`src/qdv_pkg.sv`:
```
// shared types and constants for the quadrature decoder with velocity
package qdv_pkg;

    localparam int COUNT_W = 16;
    localparam int POS_W   = 7;
    localparam int VEL_W   = 16;
    localparam int TIME_W  = 32;

    // velocity numerator: microseconds per second, fits 20 bits
    localparam int DIV_BITS  = 20;
    localparam int DIV_CNT_W = 5;
    localparam logic [DIV_BITS-1:0] USEC_PER_SECOND = DIV_BITS'(1000000);

    localparam logic [DIV_BITS-1:0] VEL_POS_LIMIT = DIV_BITS'(32767);
    localparam logic [DIV_BITS-1:0] VEL_NEG_LIMIT = DIV_BITS'(32768);

    typedef struct packed {
        logic              pin_a;
        logic              pin_b;
        logic [TIME_W-1:0] timestamp_us;
        logic              motor_reverse;
    } in_item_t;

    typedef struct packed {
        logic [COUNT_W-1:0]      step_count;
        logic [POS_W-1:0]        wheel_position;
        logic                    moving_reverse;
        logic                    pattern_error;
        logic signed [VEL_W-1:0] velocity;
        logic [TIME_W-1:0]       smoothed_interval;
    } out_item_t;

    // decoded step of one pin-change event
    typedef struct packed {
        logic up;
        logic down;
        logic err;
    } step_t;

endpackage

```
`src/qdv_if.sv`:
```
// valid/ready channel interfaces for pin events and results
interface qdv_in_if;
    logic               valid;
    logic               ready;
    qdv_pkg::in_item_t  data;

    modport source (output valid, output data, input ready);
    modport sink   (input valid, input data, output ready);
endinterface

interface qdv_out_if;
    logic               valid;
    logic               ready;
    qdv_pkg::out_item_t data;

    modport source (output valid, output data, input ready);
    modport sink   (input valid, input data, output ready);
endinterface

```
`src/qdv_decode.sv`:
```
// quadrature pattern decode with reverse fallback on a double change
module qdv_decode (
    input  logic           prev_a,
    input  logic           prev_b,
    input  logic           pin_a,
    input  logic           pin_b,
    input  logic           motor_reverse,
    output qdv_pkg::step_t step
);
    import qdv_pkg::*;

    logic err;
    logic fwd;
    logic bwd;

    always_comb
    begin
        err = (pin_a ^ prev_a) & (pin_b ^ prev_b);
        fwd = pin_a ^ prev_b;
        bwd = pin_b ^ prev_a;
        // both pins moved while driving in reverse: trust the motor
        if (err && motor_reverse)
        begin
            fwd = 1'b0;
            bwd = 1'b1;
        end
        step.err  = err;
        step.up   = fwd;
        step.down = !fwd && bwd;
    end

endmodule

```
`src/qdv_div.sv`:
```
// restoring divider: constant microseconds-per-second over the interval
module qdv_div (
    input  logic                          clk,
    input  logic                          rst_n,
    input  logic                          start,
    input  logic [qdv_pkg::TIME_W-1:0]    divisor,
    output logic                          done,
    output logic [qdv_pkg::DIV_BITS-1:0]  quotient
);
    import qdv_pkg::*;

    localparam int PAD_W = TIME_W - DIV_BITS - 1;

    logic                 busy_reg, busy_next;
    logic                 done_reg, done_next;
    logic [DIV_CNT_W-1:0] cnt_reg, cnt_next;
    logic [DIV_BITS-1:0]  rem_reg, rem_next;
    logic [DIV_BITS-1:0]  quo_reg, quo_next;
    logic [TIME_W-1:0]    dvs_reg, dvs_next;

    logic [DIV_BITS:0]    trial;
    logic [TIME_W-1:0]    trial_ext;
    logic [TIME_W-1:0]    diff;
    logic                 fits;

    always_comb
    begin
        trial     = {rem_reg, USEC_PER_SECOND[cnt_reg]};
        trial_ext = {{PAD_W{1'b0}}, trial};
        fits      = trial_ext >= dvs_reg;
        diff      = trial_ext - dvs_reg;

        busy_next = busy_reg;
        done_next = 1'b0;
        cnt_next  = cnt_reg;
        rem_next  = rem_reg;
        quo_next  = quo_reg;
        dvs_next  = dvs_reg;

        if (start)
        begin
            busy_next = 1'b1;
            cnt_next  = DIV_CNT_W'(DIV_BITS - 1);
            rem_next  = '0;
            quo_next  = '0;
            dvs_next  = divisor;
        end
        else if (busy_reg)
        begin
            rem_next = fits ? diff[DIV_BITS-1:0] : trial[DIV_BITS-1:0];
            quo_next = {quo_reg[DIV_BITS-2:0], fits};
            cnt_next = cnt_reg - 1'b1;
            if (cnt_reg == '0)
            begin
                busy_next = 1'b0;
                done_next = 1'b1;
            end
        end
    end

    always_ff @(posedge clk or negedge rst_n)
    begin
        if (!rst_n)
        begin
            busy_reg <= 1'b0;
            done_reg <= 1'b0;
            cnt_reg  <= '0;
        end
        else
        begin
            busy_reg <= busy_next;
            done_reg <= done_next;
            cnt_reg  <= cnt_next;
        end
    end

    always_ff @(posedge clk)
    begin
        rem_reg <= rem_next;
        quo_reg <= quo_next;
        dvs_reg <= dvs_next;
    end

    assign done     = done_reg;
    assign quotient = quo_reg;

endmodule

```
`src/quadrature_decoder_with_velocity_top.sv`:
```
// quadrature decoder with step count, wheel position and period-based velocity
//
// pin_evt carries one pin-change event: both pin levels, a microsecond
// timestamp and the commanded motor direction. result returns exactly one
// item per event: step count, wheel position, direction, pattern error,
// velocity in positions per second and the smoothed event interval.
// both channels transfer when valid and ready are high at a clock edge.
// an event that gives no step, a zero interval or a pattern error goes
// from decode straight to the output push; otherwise velocity is computed
// by the 20-step restoring divider (one quotient bit per cycle). one
// event is in work at a time; pin_evt.ready is high only while idle, so
// a new event is not taken until the previous one is pushed out.
// the result sits in an output register, so the next event is accepted
// and decoded while the previous result waits; a stalled receiver holds
// the block only when a new result is ready to be loaded.
// reset clears all counters, the position, the interval average, the last
// timestamp and the velocity to zero; no result is pending after reset.
module quadrature_decoder_with_velocity_top #(
    parameter int POSITIONS_PER_TURN = 128
) (
    input  logic             clk,
    input  logic             rst_n,
    qdv_in_if.sink           pin_evt,
    qdv_out_if.source        result
);
    import qdv_pkg::*;

    localparam logic [POS_W-1:0] POS_MAX = POS_W'(POSITIONS_PER_TURN - 1);

    typedef enum logic [1:0] {
        S_IDLE,
        S_DECODE,
        S_DIV,
        S_PUSH
    } state_t;

    state_t               state_reg, state_next;
    in_item_t             item_reg, item_next;
    logic                 prev_a_reg, prev_a_next;
    logic                 prev_b_reg, prev_b_next;
    logic [COUNT_W-1:0]   count_reg, count_next;
    logic [POS_W-1:0]     position_reg, position_next;
    logic                 direction_reg, direction_next;
    logic                 error_reg, error_next;
    logic [TIME_W-1:0]    interval_reg, interval_next;
    logic [TIME_W-1:0]    last_time_reg, last_time_next;
    logic [VEL_W-1:0]     velocity_reg, velocity_next;
    logic                 neg_reg, neg_next;
    logic                 out_valid_reg, out_valid_next;
    out_item_t            out_data_reg, out_data_next;

    step_t                step;
    logic                 div_start;
    logic                 div_done;
    logic [DIV_BITS-1:0]  quotient;

    logic [TIME_W-1:0]    elapsed;
    logic [TIME_W+1:0]    avg_sum;
    logic [TIME_W-1:0]    avg_new;
    logic [VEL_W:0]       neg_mag;
    logic [VEL_W:0]       neg_val;

    qdv_decode u_decode (
        .prev_a        (prev_a_reg),
        .prev_b        (prev_b_reg),
        .pin_a         (item_reg.pin_a),
        .pin_b         (item_reg.pin_b),
        .motor_reverse (item_reg.motor_reverse),
        .step          (step)
    );

    qdv_div u_div (
        .clk      (clk),
        .rst_n    (rst_n),
        .start    (div_start),
        .divisor  (avg_new),
        .done     (div_done),
        .quotient (quotient)
    );

    assign pin_evt.ready = (state_reg == S_IDLE);
    assign result.valid  = out_valid_reg;
    assign result.data   = out_data_reg;

    always_comb
    begin
        // 3:1 smoothing, sum kept two bits wider so the shift never loses the top
        elapsed = item_reg.timestamp_us - last_time_reg;
        avg_sum = {2'b00, interval_reg} + {1'b0, interval_reg, 1'b0} + {2'b00, elapsed};
        avg_new = avg_sum[TIME_W+1:2];

        neg_mag = (quotient > VEL_NEG_LIMIT) ? VEL_NEG_LIMIT[VEL_W:0] : quotient[VEL_W:0];
        neg_val = '0 - neg_mag;

        state_next     = state_reg;
        item_next      = item_reg;
        prev_a_next    = prev_a_reg;
        prev_b_next    = prev_b_reg;
        count_next     = count_reg;
        position_next  = position_reg;
        direction_next = direction_reg;
        error_next     = error_reg;
        interval_next  = interval_reg;
        last_time_next = last_time_reg;
        velocity_next  = velocity_reg;
        neg_next       = neg_reg;
        out_data_next  = out_data_reg;
        out_valid_next = out_valid_reg && !result.ready;
        div_start      = 1'b0;

        unique case (state_reg)
            S_IDLE:
            begin
                if (pin_evt.valid)
                begin
                    item_next  = pin_evt.data;
                    state_next = S_DECODE;
                end
            end
            S_DECODE:
            begin
                error_next     = step.err;
                prev_a_next    = item_reg.pin_a;
                prev_b_next    = item_reg.pin_b;
                last_time_next = item_reg.timestamp_us;
                if (step.up)
                begin
                    count_next     = count_reg + 1'b1;
                    position_next  = (position_reg >= POS_MAX) ? '0 : position_reg + 1'b1;
                    direction_next = 1'b0;
                end
                else if (step.down)
                begin
                    count_next     = count_reg - 1'b1;
                    position_next  = (position_reg == '0) ? POS_MAX : position_reg - 1'b1;
                    direction_next = 1'b1;
                end
                state_next = S_PUSH;
                if (!step.err)
                begin
                    interval_next = avg_new;
                    if ((!step.up && !step.down) || avg_new == '0)
                    begin
                        velocity_next = '0;
                    end
                    else
                    begin
                        div_start  = 1'b1;
                        neg_next   = step.down;
                        state_next = S_DIV;
                    end
                end
            end
            S_DIV:
            begin
                if (div_done)
                begin
                    if (neg_reg)
                    begin
                        velocity_next = neg_val[VEL_W-1:0];
                    end
                    else
                    begin
                        velocity_next = (quotient > VEL_POS_LIMIT) ?
                                        VEL_POS_LIMIT[VEL_W-1:0] : quotient[VEL_W-1:0];
                    end
                    state_next = S_PUSH;
                end
            end
            S_PUSH:
            begin
                if (!out_valid_reg || result.ready)
                begin
                    out_data_next.step_count        = count_reg;
                    out_data_next.wheel_position    = position_reg;
                    out_data_next.moving_reverse    = direction_reg;
                    out_data_next.pattern_error     = error_reg;
                    out_data_next.velocity          = signed'(velocity_reg);
                    out_data_next.smoothed_interval = interval_reg;
                    out_valid_next                  = 1'b1;
                    state_next                      = S_IDLE;
                end
            end
            default:
            begin
                state_next = S_IDLE;
            end
        endcase
    end

    always_ff @(posedge clk or negedge rst_n)
    begin
        if (!rst_n)
        begin
            state_reg     <= S_IDLE;
            prev_a_reg    <= 1'b0;
            prev_b_reg    <= 1'b0;
            count_reg     <= '0;
            position_reg  <= '0;
            direction_reg <= 1'b0;
            error_reg     <= 1'b0;
            interval_reg  <= '0;
            last_time_reg <= '0;
            velocity_reg  <= '0;
            neg_reg       <= 1'b0;
            out_valid_reg <= 1'b0;
        end
        else
        begin
            state_reg     <= state_next;
            prev_a_reg    <= prev_a_next;
            prev_b_reg    <= prev_b_next;
            count_reg     <= count_next;
            position_reg  <= position_next;
            direction_reg <= direction_next;
            error_reg     <= error_next;
            interval_reg  <= interval_next;
            last_time_reg <= last_time_next;
            velocity_reg  <= velocity_next;
            neg_reg       <= neg_next;
            out_valid_reg <= out_valid_next;
        end
    end

    always_ff @(posedge clk)
    begin
        item_reg     <= item_next;
        out_data_reg <= out_data_next;
    end

    // the divider only finishes while the sequencer waits for it
    a_div_done_in_div: assert property (@(posedge clk) disable iff (!rst_n)
        div_done |-> state_reg == S_DIV)
        else $error("divider finished outside the divide state");

    // velocity never moves on an event with a pattern error
    a_vel_held_on_error: assert property (@(posedge clk) disable iff (!rst_n)
        !$stable(velocity_reg) |-> !error_reg)
        else $error("velocity changed on a pattern error");

    // position stays inside one revolution
    a_position_range: assert property (@(posedge clk) disable iff (!rst_n)
        position_reg <= POS_MAX)
        else $error("wheel position out of range");

    // a start always leads into the divide state
    a_start_to_div: assert property (@(posedge clk) disable iff (!rst_n)
        div_start |=> state_reg == S_DIV)
        else $error("divider started without entering the divide state");

endmodule
```
`src/flat_wrapper.sv`:
```
// flat-port wrapper written by rule: the top's interface ports become plain ports
module quadrature_decoder_with_velocity_top_flat import qdv_pkg::*;
#(
    parameter int POSITIONS_PER_TURN = 128
)
  (clk, rst_n, pin_evt_valid, pin_evt_data, pin_evt_ready, result_valid, result_data, result_ready);
  qdv_in_if pin_evt_i ();
  qdv_out_if result_i ();
  input  logic clk;
  input  logic rst_n;
  input wire logic [$bits(pin_evt_i.valid)-1:0] pin_evt_valid;
  input wire logic [$bits(pin_evt_i.data)-1:0] pin_evt_data;
  output wire logic [$bits(pin_evt_i.ready)-1:0] pin_evt_ready;
  output wire logic [$bits(result_i.valid)-1:0] result_valid;
  output wire logic [$bits(result_i.data)-1:0] result_data;
  input wire logic [$bits(result_i.ready)-1:0] result_ready;
  assign pin_evt_i.valid = pin_evt_valid;
  assign pin_evt_i.data = pin_evt_data;
  assign pin_evt_ready = pin_evt_i.ready;
  assign result_valid = result_i.valid;
  assign result_data = result_i.data;
  assign result_i.ready = result_ready;
  quadrature_decoder_with_velocity_top #(.POSITIONS_PER_TURN(POSITIONS_PER_TURN)) u_core (.clk(clk), .rst_n(rst_n), .pin_evt(pin_evt_i), .result(result_i));
endmodule
```
`config.mk`:
```
export PLATFORM = sky130hd
export DESIGN_NAME = quadrature_decoder_with_velocity_top_flat
export DESIGN_NICKNAME = d
export VERILOG_FILES = /design/src/qdv_pkg.sv /design/src/qdv_if.sv /design/src/qdv_decode.sv /design/src/qdv_div.sv /design/src/quadrature_decoder_with_velocity_top.sv /design/src/flat_wrapper.sv
export SDC_FILE = /design/constraint.sdc
export NUM_CORES = 1
export LEC_CHECK = 0
export ABC_AREA = 1
export BUFFER_PORTS_ARGS = -buffer_cell sky130_fd_sc_hd__buf_2
export CELL_PAD_IN_SITES_DETAIL_PLACEMENT = 0
export CELL_PAD_IN_SITES_GLOBAL_PLACEMENT = 1
export CORE_MARGIN = 4
export CORE_UTILIZATION = 43
export CTS_BUF_LIST = sky130_fd_sc_hd__clkbuf_4 sky130_fd_sc_hd__clkbuf_8
export CTS_CLUSTER_SIZE = 24
export DETAILED_ROUTE_END_ITERATION = 12
export GPL_ROUTABILITY_DRIVEN = 1
export PLACE_DENSITY = 0.89
export SLEW_MARGIN = 20
export SYNTH_ARGS = -nofsm -noshare
export SYNTH_HDL_FRONTEND = slang
export SYNTH_SLANG_ARGS = --single-unit
```
`constraint.sdc`:
```
create_clock -name clk -period 5.2 [get_ports clk]
set_clock_uncertainty 0.05 [all_clocks]
set_input_delay 1.04 -clock clk [delete_from_list [all_inputs] [get_ports clk]]
set_output_delay 1.04 -clock clk [all_outputs]
set_load 0.01 [all_outputs]
```
### After elaboration in Yosys (flattened, before gate mapping)

Memories as Yosys holds them, arrays and structs flattened.
Cells that the tools add are included.

| word-level totals | value |
|---|---|
| bits in registers | 298 |
| bits in latches | 0 |
| RAM bits | 0 |
| memory bits (read-only) | 32 |
| input port bits | 39 |
| output and inout port bits | 75 |
| memories kept | 1 |

| operators by class | value |
|---|---|
| add/sub/neg operators | 10 |
| multiply operators | 0 |
| divide/modulo/power cells | 0 |
| $lt $le $gt $ge | 5 |
| equal/unequal tests | 8 |
| shift operators | 0 |
| multiplexer cells | 38 |
| bitwise operators | 7 |
| reductions and logical operators | 24 |

Memories:

| name | depth | bits a word | rd ports | clocked after memory_dff | wr ports | line | text |
|---|---|---|---|---|---|---|---|
| (no name shown) | 32 | 1 | 1 | 0 | 0 | qdv_div.sv:28 | `trial = {rem_reg, USEC_PER_SECOND[cnt_reg]};` |

Operators with widths:

| cell | number |
|---|---|
| 16-bit two-way mux | 8 |
| 32-bit by 33-bit adder with 34-bit output | 1 |
| 34-bit by 32-bit adder with 34-bit output | 1 |
| 21-bit by 32-bit >= comparator with 1-bit output | 1 |
| 32-bit logical NOT | 1 |
| 16-bit one-hot mux with 2 select lines | 1 |
| 32-bit subtractor | 1 |
| 7-bit two-way mux | 4 |
| 20-bit by 15-bit greater-than comparator with 1-bit output (second input constant) | 1 |
| 20-bit by 16-bit greater-than comparator with 1-bit output (second input constant) | 1 |
| 20-bit two-way mux | 1 |
| 20-bit subtractor | 1 |
| 1-bit two-way mux | 17 |
| 16-bit by 1-bit adder with 16-bit output (second input constant) | 1 |
| 1-bit by 16-bit subtractor with 16-bit output (first input constant) | 1 |
| 16-bit by 1-bit subtractor with 16-bit output (second input constant) | 1 |
| 5-bit two-way mux | 2 |
| 2-bit two-way mux | 4 |
| 2-bit one-hot mux with 4 select lines | 1 |
| 2-bit AND reduction | 4 |
| 7-bit by 1-bit adder with 7-bit output (second input constant) | 1 |
| 7-bit >= comparator (second input constant) | 1 |
| 7-bit logical NOT | 1 |
| 7-bit by 1-bit subtractor with 7-bit output (second input constant) | 1 |
| 17 further kinds | 35 |

### Depth between registers and ports, before layout

| depth | value |
|---|---|
| depth after elaboration | 13 |
| depth in mapped cells | 33 |
| mapped depth without buffers | 32 |

### Modules after synthesis

From an unflattened synthesis, not the netlist that was laid out.

| second synthesis, totals | value |
|---|---|
| cells, all modules | 2303 |
| area total of the unflattened synthesis | 18566.6 sq um |

Modules (own cells, without submodules):

| module | instances | cells each | area an instance (sq um) | seq. area each (sq um) |
|---|---|---|---|---|
| quadrature_decoder_with_velocity_top | 1 | 1762 | 14228.6 | 6020.8 |
| qdv_div | 1 | 522 | 4236.6 | 1936.9 |
| qdv_decode | 1 | 19 | 101.3 | 0.0 |

### Worst setup path before layout

Ideal clock, no wire load.

| timing | value |
|---|---|
| kind | register to register |
| start point | register u_core.last_time_reg[0] |
| end point | register u_core.u_div.dvs_reg[0], enable pin |
| library setup time | 0.387 ns |
| arrival time | 4.922 ns |
| required time | 4.763 ns |
| setup slack | -0.159 ns |
| stages on the path, launching flop included | 30 |
| buffers on the path | 2 |
| period minus slack after synthesis | 5.359 ns |
| cells stage by stage | dfrtp_1 -> ha_1 -> fa_1 -> o21ai_0 -> nand3_1 -> nand2_1 -> a21oi_1 -> o21ai_0 -> a21oi_1 -> xor2_1 -> fa_1 -> inv_1 -> ha_1 -> nand2_1 -> inv_1 -> nand2_1 -> nand2_1 -> a21oi_1 -> nor2_1 -> nor2_1 -> nand2_1 -> nand2_1 -> nand2_1 -> nand2_1 -> nor2_1 -> nand3_2 -> nand3_2 -> buf_6 -> buf_8 -> inv_1 |

| between the ends | value |
|---|---|
| word-level cells in the longest chain between the ends | 7 |

Ends and longest elaborated chain:

| element | line | text |
|---|---|---|
| from (decl) | quadrature_decoder_with_velocity_top.sv:46 | `logic [TIME_W-1:0] last_time_reg, last_time_next;` |
| from (signal assigned) | quadrature_decoder_with_velocity_top.sv:218 | `last_time_reg <= last_time_next;` |
| 32-bit subtractor | quadrature_decoder_with_velocity_top.sv:88 | `elapsed = item_reg.timestamp_us - last_time_reg;` |
| 34-bit by 32-bit adder with 34-bit output | quadrature_decoder_with_velocity_top.sv:89 | `avg_sum = {2'b00, interval_reg} + {1'b0, interval_reg, 1'b0} + {2'b00, elapsed};` |
| 32-bit logical NOT | quadrature_decoder_with_velocity_top.sv:142 | `if ((!step.up && !step.down) \|\| avg_new == '0)` |
| 1-bit logical OR | quadrature_decoder_with_velocity_top.sv:142 |  |
| 1-bit two-way mux | quadrature_decoder_with_velocity_top.sv:142 |  |
| 1-bit two-way mux | quadrature_decoder_with_velocity_top.sv:139 | `if (!step.err)` |
| 1-bit two-way mux | quadrature_decoder_with_velocity_top.sv:111 | `unique case (state_reg)` |
| net u_core.div_start | quadrature_decoder_with_velocity_top.sv:53 | `logic div_start;` |
| to (signal assigned) | qdv_div.sv:81 | `dvs_reg <= dvs_next;` |
| to (decl) | qdv_div.sv:19 | `logic [TIME_W-1:0] dvs_reg, dvs_next;` |

The timed path passes the listed nets, and every way through them passes these cells.
A chain may end at the register's enable or synchronous reset.

### Final worst setup path

| timing | value |
|---|---|
| start point | register u_core.last_time_reg[0] |
| end point | register u_core.u_div.dvs_reg[14], enable pin |

| between the ends | value |
|---|---|
| word-level cells in the longest chain between the ends | 7 |

Ends and longest elaborated chain:

| element | line | text |
|---|---|---|
| 32-bit subtractor | quadrature_decoder_with_velocity_top.sv:88 |  |
| 34-bit by 32-bit adder with 34-bit output | quadrature_decoder_with_velocity_top.sv:89 |  |
| net u_core.avg_sum[28] | quadrature_decoder_with_velocity_top.sv:58 | `logic [TIME_W+1:0] avg_sum;` |
| 32-bit logical NOT | quadrature_decoder_with_velocity_top.sv:142 |  |
| 1-bit logical OR | quadrature_decoder_with_velocity_top.sv:142 |  |
| 1-bit two-way mux | quadrature_decoder_with_velocity_top.sv:142 |  |
| 1-bit two-way mux | quadrature_decoder_with_velocity_top.sv:139 |  |
| 1-bit two-way mux | quadrature_decoder_with_velocity_top.sv:111 |  |
| net u_core.div_start | quadrature_decoder_with_velocity_top.sv:53 |  |

The timed path passes the listed nets, and every way through them passes these cells.

==> impl_summary.txt <==
----------------------------------------------------
[Timing]
  Slew of the pin with the lowest slew margin ... 935 ps
  Final slew viol count ... 0
  Final setup fails ... 0
  Worst max-slew margin expressed relative to the limit ... 37.6%
  Peak Freq ... 0.204 GHz
  Number of hold violations in the final report ... 0
  Min Clock Period, post-route ... 4900 ps
  Fin crit share ... 94.2%

[Die]
  Die outline width ... 216 um
  Die area ... 46,500 um2
  Starting density of the core ... 43.8%
  Area of the core region ... 42,300 um2
  Die span in y ... 216 um
  Number of placement rows ... 75
  Top Ports ... 114

[Routing]
  Number of search-and-repair iterations in the first detailed-routing pass ... 5
  Post-detailed-route DRC marker count ... 0
  Total Routed Length ... 45,700 um
  Violation count after the first detailed-routing iteration ... 798
  Routed wire length per instance ... 14.6 um
  Count of nets left with antenna violations after detail routing ... 0
  Via/cell ratio ... 4.94
  Vias ... 15,421

[Critical path]
  Crit path required time ... 5520 ps
  WS Path Type ... reg -> reg
  Cell family contributing the most delay on the critical path ... simple AND/OR/NAND/NOR gates
  Worst path most repeated cell ... nand2_1
  Arrival time at the worst endpoint ... 5220 ps
  Capturing element type of the critical path ... register
  Kind of start point of the critical path ... register
  Largest incremental delay on the critical path ... 490 ps
  Critical path fanouts, max ... 22
  Bufs and invs on worst path ... 6
  Critical Path Slowest Stage Cell ... fa_1

[Clocking]
  CTS H-Tree Depth ... 2
  Worst skew pair latency ... 640 ps
  # clock sinks ... 298
  Post-cts hold buffer count ... 0
  Clock slew at reported path FFs ... 60 ps
  Num CTS Buffers ... 52
  CTS tree ... yes
  Buffer type at the clock tree root ... clkbuf_8
  Maximum buffer depth of the clock tree ... 3

[Cells and area]
  Area grow syn2layout ... 17.0%
  Max FFs per register ... 73
  # fillers ... 4,013
  Layout Utilization ... 51.3%
  Fraction of final layout cells with drive strength greater than 1 ... 15.8%
  Number of antenna diodes ... 0
  Final layout net count ... 2,686

[GRT]
  GR met3 Demand/Resource ... 3.08%
  First-pass GRT wire length ... 74,800 um
  Most Crowded Layer GR ... met2
  Number of antenna violations at the first check in global routing ... 0
  Total global-route track usage ... 19.5%
  Via count of the first global-routing pass ... 15,131
  Sum of overflow across all layers after global routing ... 0
  Met2 track utilization from global routing ... 32.5%
  Largest net degree at the start of global routing ... 69
  Met1 Track Usage GR ... 26.0%

[Yosys]
  Flops & latches, synth ... 298
  Leading cell types by total area after synthesis ... edfxtp_1 23%, dfrtp_1 16%, nand2_1 13%
  Cell Area, Synth ... 18,600 um2
  Yosys warning total ... 0
  Register area share after synthesis ... 42.9%
  Cell count after synthesis ... 2,312
  EDFF count, synth ... 140
  Largest area contributor in the netlist ... edfxtp_1
  Portion of synthesized cell area occupied by the leading cell type ... 22.7%
  Async S/R FF share, synth ... 39.6%
  Most frequent cell after synthesis ... nand2_1
  Commonest cells post-synth ... 622 x nand2_1, 404 x inv_1, 171 x o21ai_0, 140 x edfxtp_1, 127 x a21oi_1
  Avg Inst Size Synth ... 8.02 um2
  Ys flop type ... edfxtp_1
  Synthesized Nets ... 2,495
  Distinct cell type count after synthesis ... 51

[Status]
  Status ... completed

[Placement]
  Detailed Place HPWL ... 34,900 um
  Placer's final routability congestion estimate ... 0.939
  Port-buffer cells ... 113

[Flow run]
  Number of maximum-capacitance violations ... 0

[Min path]
  Path category of the worst min-delay check ... reg -> reg

----------------------------------------------------
area by class of cell:
| cell class | instances | area (um2) | area share (%) |
|---|---|---|---|
| multi-input cells | 1543 | 9070 | 41.8 |
| flip-flops and latches | 298 | 7960 | 36.7 |
| inverters | 425 | 1600 | 7.37 |
| repair buffers | 183 | 1160 | 5.35 |
| clock buffers | 76 | 946 | 4.36 |
| well taps | 577 | 722 | 3.33 |
| clock inverters | 20 | 236 | 1.09 |
final timing paths:
path,slack (ps),cells past startpoint,to,from
setup reg to reg,300,31,u_core.u_div.dvs_reg[14]$_DFFE_PP_,u_core.last_time_reg[0]$_DFFE_PN0N_
min in group asynchronous,430,1,u_core.last_time_reg[29]$_DFFE_PN0N_,rst_n
max in group asynchronous,3810,2,u_core.interval_reg[6]$_DFFE_PN0P_,rst_n
hold reg to reg,390,0,u_core.result.data[26]$_DFFE_PP_,u_core.interval_reg[26]$_DFFE_PN0P_
hold / removal,390,0,u_core.result.data[26]$_DFFE_PP_,u_core.interval_reg[26]$_DFFE_PN0P_
setup / recovery,300,31,u_core.u_div.dvs_reg[14]$_DFFE_PP_,u_core.last_time_reg[0]$_DFFE_PN0N_
what timing repair did:
action | CTS | global route
endpoints found under the setup margin | 11 | 97
gates cloned | 0 | 1
buffers inserted | 0 | 1
pin swaps | 0 | 12
resized for setup | 1 | 69
logic make-up after synthesis:
kind of cell	Yosys count	synth area share [%]
simple gates	955	21.8
buf+inv	471	9.76
compound gates	373	11.1
flops	298	42.9
fa+ha+maj	144	11.1
xor+xnor	71	3.35
placed cells by master (no fill, tap or decap), types with 16 or more instances in the layout:
master      n
buf_4      66
fa_1       34
ha_1      102
nand4_1    17
inv_1     403
nor3_1     21
xnor2_1    31
clkbuf_4   16
nand2_1   613
o21ai_0   164
nor2_2     19
clkbuf_8   60
buf_2     112
a21oi_1   112
dfxtp_1    40
inv_2      19
nor2_1     99
nand2_2    27
dfrtp_1   118
edfxtp_1  140
nand3_1   109
xor2_1     40
layer usage:
| layer | vias to the layer above | wire [um] |
|---|---|---|
| met5 | - | 0 |
| met4 | 0 | 1330 |
| met3 | 87 | 2120 |
| met2 | 310 | 21500 |
| met1 | 7178 | 20700 |
| li1 | 7846 | - |
metrics by stage:
step	setup TNS (ps)	setup slack [ps]	area [um2]	std cells	hold WS [ps]
after floorplan	0	22.8	18600	2312	373
after global placement	0	82.5	20200	3024	383
after detailed placement	0	17.4	20200	3024	385
after CTS	0	33.3	21400	3120	397
after global routing	-140	-15.0	21700	3122	405
final	0	302	21700	3122	393
Power is not shown: default switching activity piles up to over one toggle a cycle in this logic, so the estimate is an artifact.
